===== config.mk =====
export PLATFORM = sky130hd
export DESIGN_NAME = sorted_distance_entry_table
export DESIGN_NICKNAME = d
export VERILOG_FILES = /design/src/rtl/sdet_pkg.sv /design/src/rtl/sorted_distance_entry_table.sv /design/src/rtl/sdet_cfg.sv /design/src/rtl/sdet_ctrl.sv /design/src/rtl/sdet_datapath.sv
export VERILOG_INCLUDE_DIRS = /design/src /design/src/rtl
export SDC_FILE = /design/constraint.sdc
export NUM_CORES = 2
export LEC_CHECK = 0
export BUFFER_PORTS_ARGS = -buffer_cell sky130_fd_sc_hd__buf_4
export CAP_MARGIN = 30
export CORE_MARGIN = 2
export CORE_UTILIZATION = 55
export CTS_CLUSTER_SIZE = 12
export DETAILED_ROUTE_END_ITERATION = 12
export PLACE_DENSITY = 0.71
export SLEW_MARGIN = 20
export SYNTH_ARGS = -nofsm -noshare
export SYNTH_HDL_FRONTEND = slang
export SYNTH_HIERARCHICAL = 1
export SYNTH_SLANG_ARGS = --single-unit
export TNS_END_PERCENT = 100

===== constraint.sdc =====
create_clock -name clk_i -period 11.2 [get_ports clk_i]
set_input_delay 0.56 -clock clk_i [delete_from_list [all_inputs] [get_ports clk_i]]
set_output_delay 0.56 -clock clk_i [all_outputs]
set_load 0.03 [all_outputs]

===== src/rtl/sorted_distance_entry_table_defines.svh =====
// Assertion macros used by the controller of the sorted distance entry table RTL.
`ifndef SORTED_DISTANCE_ENTRY_TABLE_DEFINES_SVH
`define SORTED_DISTANCE_ENTRY_TABLE_DEFINES_SVH

// Checks an implication in the same cycle, clocked on clk_i and quiet in reset.
`define SDET_ASSERT_NOW(lbl, ante, cons, msg) \
  lbl: assert property (@(posedge clk_i) disable iff (!rst_ni) (ante) |-> (cons)) \
    else $error(msg);

// Checks an implication in the following cycle, clocked on clk_i and quiet in reset.
`define SDET_ASSERT_NEXT(lbl, ante, cons, msg) \
  lbl: assert property (@(posedge clk_i) disable iff (!rst_ni) (ante) |=> (cons)) \
    else $error(msg);

`endif


===== src/rtl/sdet_pkg.sv =====
// Types and constants of the sorted distance entry table.
`default_nettype none

package sdet_pkg;

  localparam logic [1:0] FUNC_ADD    = 2'd0;
  localparam logic [1:0] FUNC_REMOVE = 2'd1;
  localparam logic [1:0] FUNC_POP    = 2'd2;

  localparam logic [1:0] STATUS_OK      = 2'd0;
  localparam logic [1:0] STATUS_NO_ROOM = 2'd1;
  localparam logic [1:0] STATUS_BAD_IDX = 2'd2;

  localparam logic [1:0] CFG_PAGE_SIZE      = 2'd0;
  localparam logic [1:0] CFG_ENTRY_OVERHEAD = 2'd1;
  localparam logic [1:0] CFG_BASE_OVERHEAD  = 2'd2;

  localparam logic [15:0] PAGE_SIZE_RST      = 16'd4096;
  localparam logic [7:0]  ENTRY_OVERHEAD_RST = 8'd8;
  localparam logic [9:0]  BASE_OVERHEAD_RST  = 10'd16;

  typedef struct packed {
    logic [1:0]  func;
    logic [31:0] distance;
    logic [15:0] object_id;
    logic [15:0] object_size;
    logic [3:0]  index;
  } req_t;

  typedef struct packed {
    logic [1:0]  status;
    logic [15:0] out_object;
    logic [31:0] out_distance;
    logic [4:0]  entry_count;
    logic [15:0] used_bytes;
  } res_t;

  typedef struct packed {
    logic [15:0] page_size;
    logic [7:0]  entry_overhead;
    logic [9:0]  base_overhead;
  } cfg_t;

  typedef struct packed {
    logic capture;
    logic check;
    logic update;
  } ctrl_cmd_t;

  typedef enum logic [1:0] {
    S_IDLE,
    S_CHECK,
    S_UPDATE
  } state_e;

  typedef enum logic [1:0] {
    ACT_NONE,
    ACT_INSERT,
    ACT_DELETE
  } act_e;

endpackage

`default_nettype wire


===== src/rtl/sorted_distance_entry_table.sv =====
// Top level of the sorted distance entry table.
`default_nettype none
// Keeps up to MAX_ENTRIES entries (handle, distance, size) sorted by ascending
// distance under a page byte budget, with add, remove at index and pop.
// A request on req_i is taken at a rising edge where start is high and
// busy is low. The block then runs a check step and an update step, and the
// result appears on res_o with done_o high for exactly one cycle, once the
// update step is through. The receiver cannot stall, so nothing holds
// the result back. busy falls in the same cycle that done_o rises, so a new
// request may be taken at the edge that ends the result cycle; no new request
// is taken while one is in the check and update sequence of the controller.
// The configuration channel (cfg_valid_i, cfg_ready_o, cfg_index_i, cfg_data_i)
// is always ready and writes page size, entry overhead and base overhead; write
// it only while no request is in flight. Reset clears the entry count and the
// charged bytes and loads the default configuration; the entry cells keep no
// reset value, and only the cells below the entry count hold valid entries.

module sorted_distance_entry_table #(
  parameter int MAX_ENTRIES = 16
) (
  input  wire logic           clk_i,
  input  wire logic           rst_ni,
  input  wire logic           start,
  output logic                busy,
  input  wire sdet_pkg::req_t req_i,
  output logic                done_o,
  output sdet_pkg::res_t      res_o,
  input  wire logic           cfg_valid_i,
  output logic                cfg_ready_o,
  input  wire logic [1:0]     cfg_index_i,
  input  wire logic [15:0]    cfg_data_i
);
  import sdet_pkg::*;

  ctrl_cmd_t cmd;
  cfg_t      cfg;

  sdet_cfg u_cfg (
    .clk_i       (clk_i),
    .rst_ni      (rst_ni),
    .cfg_valid_i (cfg_valid_i),
    .cfg_ready_o (cfg_ready_o),
    .cfg_index_i (cfg_index_i),
    .cfg_data_i  (cfg_data_i),
    .cfg_o       (cfg)
  );

  sdet_ctrl u_ctrl (
    .clk_i   (clk_i),
    .rst_ni  (rst_ni),
    .start_i (start),
    .busy_o  (busy),
    .done_o  (done_o),
    .cmd_o   (cmd)
  );

  sdet_datapath #(
    .MAX_ENTRIES (MAX_ENTRIES)
  ) u_datapath (
    .clk_i  (clk_i),
    .rst_ni (rst_ni),
    .cmd_i  (cmd),
    .req_i  (req_i),
    .cfg_i  (cfg),
    .res_o  (res_o)
  );

endmodule

`default_nettype wire


===== src/rtl/sdet_cfg.sv =====
// Configuration registers of the sorted distance entry table.
`default_nettype none

module sdet_cfg (
  input  wire logic          clk_i,
  input  wire logic          rst_ni,
  input  wire logic          cfg_valid_i,
  output logic               cfg_ready_o,
  input  wire logic [1:0]    cfg_index_i,
  input  wire logic [15:0]   cfg_data_i,
  output sdet_pkg::cfg_t     cfg_o
);
  import sdet_pkg::*;

  cfg_t cfg_q, cfg_d;

  assign cfg_ready_o = 1'b1;

  always_comb begin
    cfg_d = cfg_q;
    if (cfg_valid_i) begin
      unique case (cfg_index_i)
        CFG_PAGE_SIZE:      cfg_d.page_size      = cfg_data_i;
        CFG_ENTRY_OVERHEAD: cfg_d.entry_overhead = cfg_data_i[7:0];
        CFG_BASE_OVERHEAD:  cfg_d.base_overhead  = cfg_data_i[9:0];
        default:            cfg_d = cfg_q;
      endcase
    end
  end

  always_ff @(posedge clk_i or negedge rst_ni) begin
    if (!rst_ni) begin
      cfg_q.page_size      <= PAGE_SIZE_RST;
      cfg_q.entry_overhead <= ENTRY_OVERHEAD_RST;
      cfg_q.base_overhead  <= BASE_OVERHEAD_RST;
    end else begin
      cfg_q <= cfg_d;
    end
  end

  assign cfg_o = cfg_q;

endmodule

`default_nettype wire


===== src/rtl/sdet_ctrl.sv =====
// Controller state machine that sequences capture, check and update of a request.
`default_nettype none
`include "sorted_distance_entry_table_defines.svh"

module sdet_ctrl (
  input  wire logic           clk_i,
  input  wire logic           rst_ni,
  input  wire logic           start_i,
  output logic                busy_o,
  output logic                done_o,
  output sdet_pkg::ctrl_cmd_t cmd_o
);
  import sdet_pkg::*;

  state_e state_q, state_d;
  logic   done_q, done_d;

  always_comb begin
    state_d = state_q;
    unique case (state_q)
      S_IDLE:   if (start_i) state_d = S_CHECK;
      S_CHECK:  state_d = S_UPDATE;
      S_UPDATE: state_d = S_IDLE;
      default:  state_d = S_IDLE;
    endcase
  end

  always_comb begin
    cmd_o  = '0;
    done_d = 1'b0;
    unique case (state_q)
      S_IDLE:   cmd_o.capture = start_i;
      S_CHECK:  cmd_o.check   = 1'b1;
      S_UPDATE: begin
        cmd_o.update = 1'b1;
        done_d       = 1'b1;
      end
      default:  cmd_o = '0;
    endcase
  end

  always_ff @(posedge clk_i or negedge rst_ni) begin
    if (!rst_ni) begin
      state_q <= S_IDLE;
      done_q  <= 1'b0;
    end else begin
      state_q <= state_d;
      done_q  <= done_d;
    end
  end

  assign busy_o = (state_q != S_IDLE);
  assign done_o = done_q;

  `SDET_ASSERT_NEXT(a_accept_to_check, start_i && !busy_o, state_q == S_CHECK, "missed check")
  `SDET_ASSERT_NEXT(a_done_single, done_q, !done_q, "result strobe lasted more than one cycle")
  `SDET_ASSERT_NOW(a_done_after_update, done_q, $past(state_q) == S_UPDATE, "stray strobe")
  `SDET_ASSERT_NOW(a_done_not_busy, done_q, !busy_o, "block busy while a result is shown")

endmodule

`default_nettype wire


===== src/rtl/sdet_datapath.sv =====
// Datapath with the sorted entry cells, byte accounting and result registers.
`default_nettype none

module sdet_datapath #(
  parameter int MAX_ENTRIES = 16
) (
  input  wire logic                clk_i,
  input  wire logic                rst_ni,
  input  wire sdet_pkg::ctrl_cmd_t cmd_i,
  input  wire sdet_pkg::req_t      req_i,
  input  wire sdet_pkg::cfg_t      cfg_i,
  output sdet_pkg::res_t           res_o
);
  import sdet_pkg::*;

  localparam int CntW = $clog2(MAX_ENTRIES + 1);
  localparam int IdxW = $clog2(MAX_ENTRIES);

  req_t                   req_q;
  logic [31:0]            key_q [MAX_ENTRIES];
  logic [31:0]            key_d [MAX_ENTRIES];
  logic [15:0]            hdl_q [MAX_ENTRIES];
  logic [15:0]            hdl_d [MAX_ENTRIES];
  logic [15:0]            siz_q [MAX_ENTRIES];
  logic [15:0]            siz_d [MAX_ENTRIES];
  logic [CntW-1:0]        count_q, count_d;
  logic [15:0]            charged_q, charged_d;
  logic [MAX_ENTRIES-1:0] gt_q, gt_d, rm_q, rm_d, prev_gt;
  act_e                   act_q, act_d;
  logic [1:0]             status_q, status_d;
  logic [15:0]            obj_q, obj_d, rel_size_q, rel_size_d;
  logic [31:0]            dist_q, dist_d;
  logic [17:0]            need;
  logic                   no_room;
  logic                   del_ok;
  logic [CntW-1:0]        del_pos;
  logic [IdxW-1:0]        rd_idx;
  logic [16:0]            rel_amount;
  logic [16:0]            used_sum;

  always_ff @(posedge clk_i) begin
    if (cmd_i.capture) begin
      req_q <= req_i;
    end
  end

  // Check step: budget test, insertion mask, removal mask and entry readout.
  always_comb begin
    need    = 18'(cfg_i.base_overhead) + 18'(charged_q) + 18'(req_q.object_size)
            + 18'(cfg_i.entry_overhead);
    no_room = (count_q == CntW'(MAX_ENTRIES)) || (need > 18'(cfg_i.page_size));
    if (req_q.func == FUNC_REMOVE) begin
      del_ok  = (32'(req_q.index) < 32'(count_q));
      del_pos = CntW'(req_q.index);
    end else begin
      del_ok  = (count_q != '0);
      del_pos = count_q - 1'b1;
    end
    rd_idx = del_pos[IdxW-1:0];
    for (int i = 0; i < MAX_ENTRIES; i++) begin
      gt_d[i] = (CntW'(i) < count_q) && (req_q.distance < key_q[i]);
      rm_d[i] = (CntW'(i) >= del_pos);
    end
    act_d      = ACT_NONE;
    status_d   = STATUS_OK;
    obj_d      = '0;
    dist_d     = '0;
    rel_size_d = siz_q[rd_idx];
    case (req_q.func)
      FUNC_ADD: begin
        if (no_room) begin
          status_d = STATUS_NO_ROOM;
        end else begin
          act_d = ACT_INSERT;
        end
      end
      FUNC_REMOVE, FUNC_POP: begin
        if (del_ok) begin
          act_d  = ACT_DELETE;
          obj_d  = hdl_q[rd_idx];
          dist_d = key_q[rd_idx];
        end else begin
          status_d = STATUS_BAD_IDX;
        end
      end
      default: act_d = ACT_NONE;
    endcase
  end

  always_ff @(posedge clk_i or negedge rst_ni) begin
    if (!rst_ni) begin
      act_q <= ACT_NONE;
    end else if (cmd_i.check) begin
      act_q <= act_d;
    end
  end

  always_ff @(posedge clk_i) begin
    if (cmd_i.check) begin
      gt_q       <= gt_d;
      rm_q       <= rm_d;
      status_q   <= status_d;
      obj_q      <= obj_d;
      dist_q     <= dist_d;
      rel_size_q <= rel_size_d;
    end
  end

  // Update step: shift the cells and settle the count and charged bytes.
  always_comb begin
    prev_gt    = {gt_q[MAX_ENTRIES-2:0], 1'b0};
    rel_amount = 17'(rel_size_q) + 17'(cfg_i.entry_overhead);
    key_d      = key_q;
    hdl_d      = hdl_q;
    siz_d      = siz_q;
    count_d    = count_q;
    charged_d  = charged_q;
    case (act_q)
      ACT_INSERT: begin
        for (int i = 1; i < MAX_ENTRIES; i++) begin
          if (gt_q[i-1]) begin
            key_d[i] = key_q[i-1];
            hdl_d[i] = hdl_q[i-1];
            siz_d[i] = siz_q[i-1];
          end
        end
        for (int i = 0; i < MAX_ENTRIES; i++) begin
          if (!prev_gt[i] && (gt_q[i] || (count_q == CntW'(i)))) begin
            key_d[i] = req_q.distance;
            hdl_d[i] = req_q.object_id;
            siz_d[i] = req_q.object_size;
          end
        end
        count_d   = count_q + 1'b1;
        charged_d = charged_q + req_q.object_size + 16'(cfg_i.entry_overhead);
      end
      ACT_DELETE: begin
        for (int i = 0; i < MAX_ENTRIES - 1; i++) begin
          if (rm_q[i]) begin
            key_d[i] = key_q[i+1];
            hdl_d[i] = hdl_q[i+1];
            siz_d[i] = siz_q[i+1];
          end
        end
        count_d   = count_q - 1'b1;
        charged_d = (rel_amount > 17'(charged_q)) ? '0 : (charged_q - rel_amount[15:0]);
      end
      default: count_d = count_q;
    endcase
  end

  always_ff @(posedge clk_i) begin
    if (cmd_i.update) begin
      key_q <= key_d;
      hdl_q <= hdl_d;
      siz_q <= siz_d;
    end
  end

  always_ff @(posedge clk_i or negedge rst_ni) begin
    if (!rst_ni) begin
      count_q   <= '0;
      charged_q <= '0;
    end else if (cmd_i.update) begin
      count_q   <= count_d;
      charged_q <= charged_d;
    end
  end

  assign used_sum = 17'(cfg_i.base_overhead) + 17'(charged_q);

  always_comb begin
    res_o.status       = status_q;
    res_o.out_object   = obj_q;
    res_o.out_distance = dist_q;
    res_o.entry_count  = 5'(count_q);
    res_o.used_bytes   = used_sum[16] ? 16'hFFFF : used_sum[15:0];
  end

endmodule

`default_nettype wire

==> flow_summary.yaml <==
timing:
  relSlewSlack: 0.269
  clock_skew_ps: 31.6
  max_slew.worst_pin.slew_ps: 1100
  timing.fmax_mhz: 165
  period_minus_slack_ps: 6050
  hold_viol: 0
  final.setup.tns_ps: 0
  slew_violations: 0
  rsz0062_at_grt: "false"
  timing.hold.ws_ps: 56.5
  setup_viol: 0
  post-route-period-util: 0.540
setup_path:
  crit_end: "u_datapath/status_q[0]"
  required_ps: 11740
  path_max_fanout: 10
  rr_startpoint: "u_datapath/req_q[6]"
  startpoint: "u_datapath/req_q[6]"
  cp-end-kind: "flop"
  reg2reg_depth: 19
  rrSetupSlack_ps: 5150
  r2r_end: "u_datapath/status_q[0]"
  path_class: "reg2reg"
  worst_ep_arrival_time_ps: 6580
  start_kind: "flop"
power_and_ir_drop:
  switching_share: 0.428
  power_frac_clock: 0.196
  pwr-share-comb: 0.501
  p_leak_nw: 38.0
  switchingPower_mw: 10.5
  p_per_area_mw_per_mm2: 265
  internal_power_mw: 14.1
  p_seq_frac: 0.303
  ir_drop_v: 0.000291
yosys:
  avgSynthCellArea_um2: 10.8
  syn_nets: 8541
  ys_warn_count: 6
  synth_cell_types: 81
  synthArstFlopShare: 0.0480
  synth_edf_count: 1191
  synthCells: 7798
  ys_seq_elements: 1251
  synth_ff_type: "edfxtp_1"
  netlist_area_mm2: 0.0842
  ys_seq_area_frac: 0.443
floorplan:
  placementRows: 143
  die_h_um: 395
  initial_core_util: 0.554
  io_pins: 166
  die_w_um: 395
  dieArea_mm2: 0.156
  core_mm2: 0.152
grt:
  grt_util_all_layers: 0.346
  top_usage_layer: "met2"
  grt_use_met1: 0.507
  use_met3: 0.0773
  grt_pass1_wl_um: 405000
  antenna_found_initial: 6
  gr-usage-met2: 0.509
  grt_pass1_vias: 61646
  grt-ovfl-total: 0
  grt_max_degree: 261
placed_design:
  io_buffers: 164
  hpwl_um: 175000
  gp_congestion: 0.962
routing:
  drtPass1Iterations: 8
  viasPerCell: 6.54
  vias: 65306
  totalWireLength_um: 276000
  drc: 0
  ant_nets: 0
  drt_iter0_drc: 9773
  avgRoutedWirePerCell_um: 27.6
clocking:
  cts_root_buf: "clkbuf_16"
  cts_tree: "yes"
  clk_latency_ps: 810
  numCtsBuffers: 147
  cts_htree_levels: 4
  cts_num_sinks: 1251
  clkSlewWorstSetupHoldPaths_ps: 60
  clk_path_buf_depth: 3
  cts_setup_buffers: 0
finish:
  nets: 8575
  area_delta_synth_final_pct: 10.5
  diodes: 0
  drive_gt1_frac: 0.120
min_path:
  hp-class: "in2reg"
job:
  drv_cap: 0
run_status:
  status: "finished clean"
==> flip-flops by register name (all words and copies together) (netlist names) <==
signal,flops
u_ctrl/state_q,2
u_datapath/charged_q,16
u_datapath/status_q,2
u_datapath/count_q,5
u_datapath/rel_size_q,16
u_datapath/rm_q,15
u_cfg/cfg_o,34
u_datapath/req_q,70
u_datapath/dist_q,32
u_datapath/hdl_q,256
u_datapath/obj_q,16
u_datapath/siz_q,256
u_datapath/key_q,512
u_datapath/act_q,2
u_ctrl/done_o,1
u_datapath/gt_q,16
==> what timing repair did <==
action | in CTS | in global routing
hold endpoints to repair | 145 | 0
setup endpoints to repair | 0 | 0
hold buffers | 83 | 0
gates resized for setup | 0 | 0
==> power groups by stage <==
stage          sequential (mW)  combinational, mW  clock [mW]
2_1_floorplan             7.36               8.52           0
3_3_place_gp              7.49               11.7           0
3_5_place_dp              7.51               12.0           0
4_1_cts                   7.43               12.0        4.87
5_1_grt                   7.53               13.3        5.04
6_report                  7.46               12.3        4.82
==> cells in the final DEF (no fill, tap or decap), types with 50 or more instances in the layout <==
master / Yosys / final
dfrtp_1: 57 / 57
nor2_1: 200 / 199
a21o_1: 163 / 161
nand2b_1: 50 / 50
inv_1: 626 / 626
clkbuf_16: 0 / 151
edfxtp_1: 1191 / 1191
nor2b_1: 77 / 75
nand2_1: 1035 / 1034
buf_4: 28 / 285
mux2_2: 123 / 123
a211oi_1: 135 / 134
a21oi_1: 279 / 271
mux4_2: 256 / 256
o21ai_0: 770 / 769
nand4_1: 71 / 71
mux2i_1: 898 / 898
dlygate4sd3_1: 0 / 83
ha_1: 617 / 616
o21ai_1: 303 / 303
==> worst min path at each step <==
stage	start	endpoint	slack, ps	depth (start not counted)
after floorplan	rst_ni	u_cfg/cfg_o[0]	260	0
after global placement	u_cfg/cfg_o[19]	u_cfg/cfg_o[19]	490	1
after detailed placement	u_cfg/cfg_o[28]	u_cfg/cfg_o[28]	500	1
after CTS	cfg_data_i[3]	u_cfg/cfg_o[3]	20	2
after global routing	cfg_data_i[3]	u_cfg/cfg_o[21]	30	2
final	cfg_data_i[3]	u_cfg/cfg_o[3]	60	2
==> cell type report <==
class | instances | area [µm²]
Timing Repair Buffer | 390 | 3400
Inverter | 637 | 2390
Clock buffer | 193 | 3970
Fill cell | 12336 | 58900
Sequential cell | 1251 | 37300
Multi-Input combinational cell | 5405 | 42700
Tap cell | 2030 | 2540
Clock inverter | 77 | 741
==> per-layer routing <==
layer	up-vias	share of wire	wire (µm)
li1	28644	-	-
met3	540	0.13	34700
met4	2	0.034	9430
met5	-	0.000043	12
met2	4203	0.43	119000
met1	31917	0.41	112000
==> worst max-delay path, cell delays in order, from the launching register on <==
cell	delay, ps
edfxtp_1	690
clkinv_1	520
fa_1	610
fa_1	510
inv_1	70
fa_1	470
a21oi_2	180
o22ai_1	120
o41a_1	390
a211o_1	320
a21oi_4	210
o21ba_2	140
o21bai_1	70
xor2_1	150
ha_1	290
nand4_1	140
nor4_1	290
a21oi_1	90
a211o_1	320
and3b_1	200
==> cell usage after synthesis, types with 25 or more instances <==
| cell type | instances | share of area |
|---|---|---|
| fa_1 | 34 | 0.0081 |
| mux2_2 | 123 | 0.016 |
| o21ai_0 | 770 | 0.046 |
| a31oi_1 | 31 | 0.0023 |
| dfrtp_1 | 57 | 0.017 |
| mux4_2 | 256 | 0.069 |
| o21ai_1 | 303 | 0.018 |
| mux2i_1 | 898 | 0.11 |
| a211oi_1 | 135 | 0.012 |
| clkbuf_1 | 342 | 0.015 |
| buf_2 | 111 | 0.0066 |
| nand2_1 | 1035 | 0.046 |
| ha_1 | 617 | 0.092 |
| xnor2_1 | 39 | 0.0041 |
| a21oi_1 | 279 | 0.017 |
| nand4_1 | 71 | 0.0053 |
| nor2_1 | 200 | 0.0089 |
| nand3_1 | 32 | 0.0019 |
| edfxtp_1 | 1191 | 0.43 |
| nand2b_1 | 50 | 0.0037 |
| nor3_1 | 37 | 0.0022 |
| inv_1 | 626 | 0.028 |
| a21o_1 | 163 | 0.015 |
| xor2_1 | 25 | 0.0026 |
| nor2b_1 | 77 | 0.0057 |
| buf_4 | 28 | 0.0025 |
==> cell families after synthesis <==
logic type,Yosys count,synth area share
mux,1277,0.192
flops,1251,0.443
other cells,1,0.0000446
fa+ha+maj,651,0.0998
buf+inv,1142,0.0542
xor+xnor,64,0.00666
simple gates,1602,0.0822
compound gates,1810,0.122
==> stage by stage <==
step | power (mW) | instances | setup slack (ps) | cell area [µm²] | utilization
final | 24.6 | 9983 | 5150 | 93000 | 0.612
after detailed placement | 19.5 | 9623 | 5240 | 87300 | 0.575
after CTS | 24.3 | 9976 | 5200 | 92900 | 0.611
after floorplan | 15.9 | 7798 | 4150 | 84200 | -
after global placement | 19.2 | 9614 | 5270 | 87100 | 0.574
after global routing | 25.8 | 9983 | 4910 | 93000 | 0.612
Power figures use the tool's default switching activity.
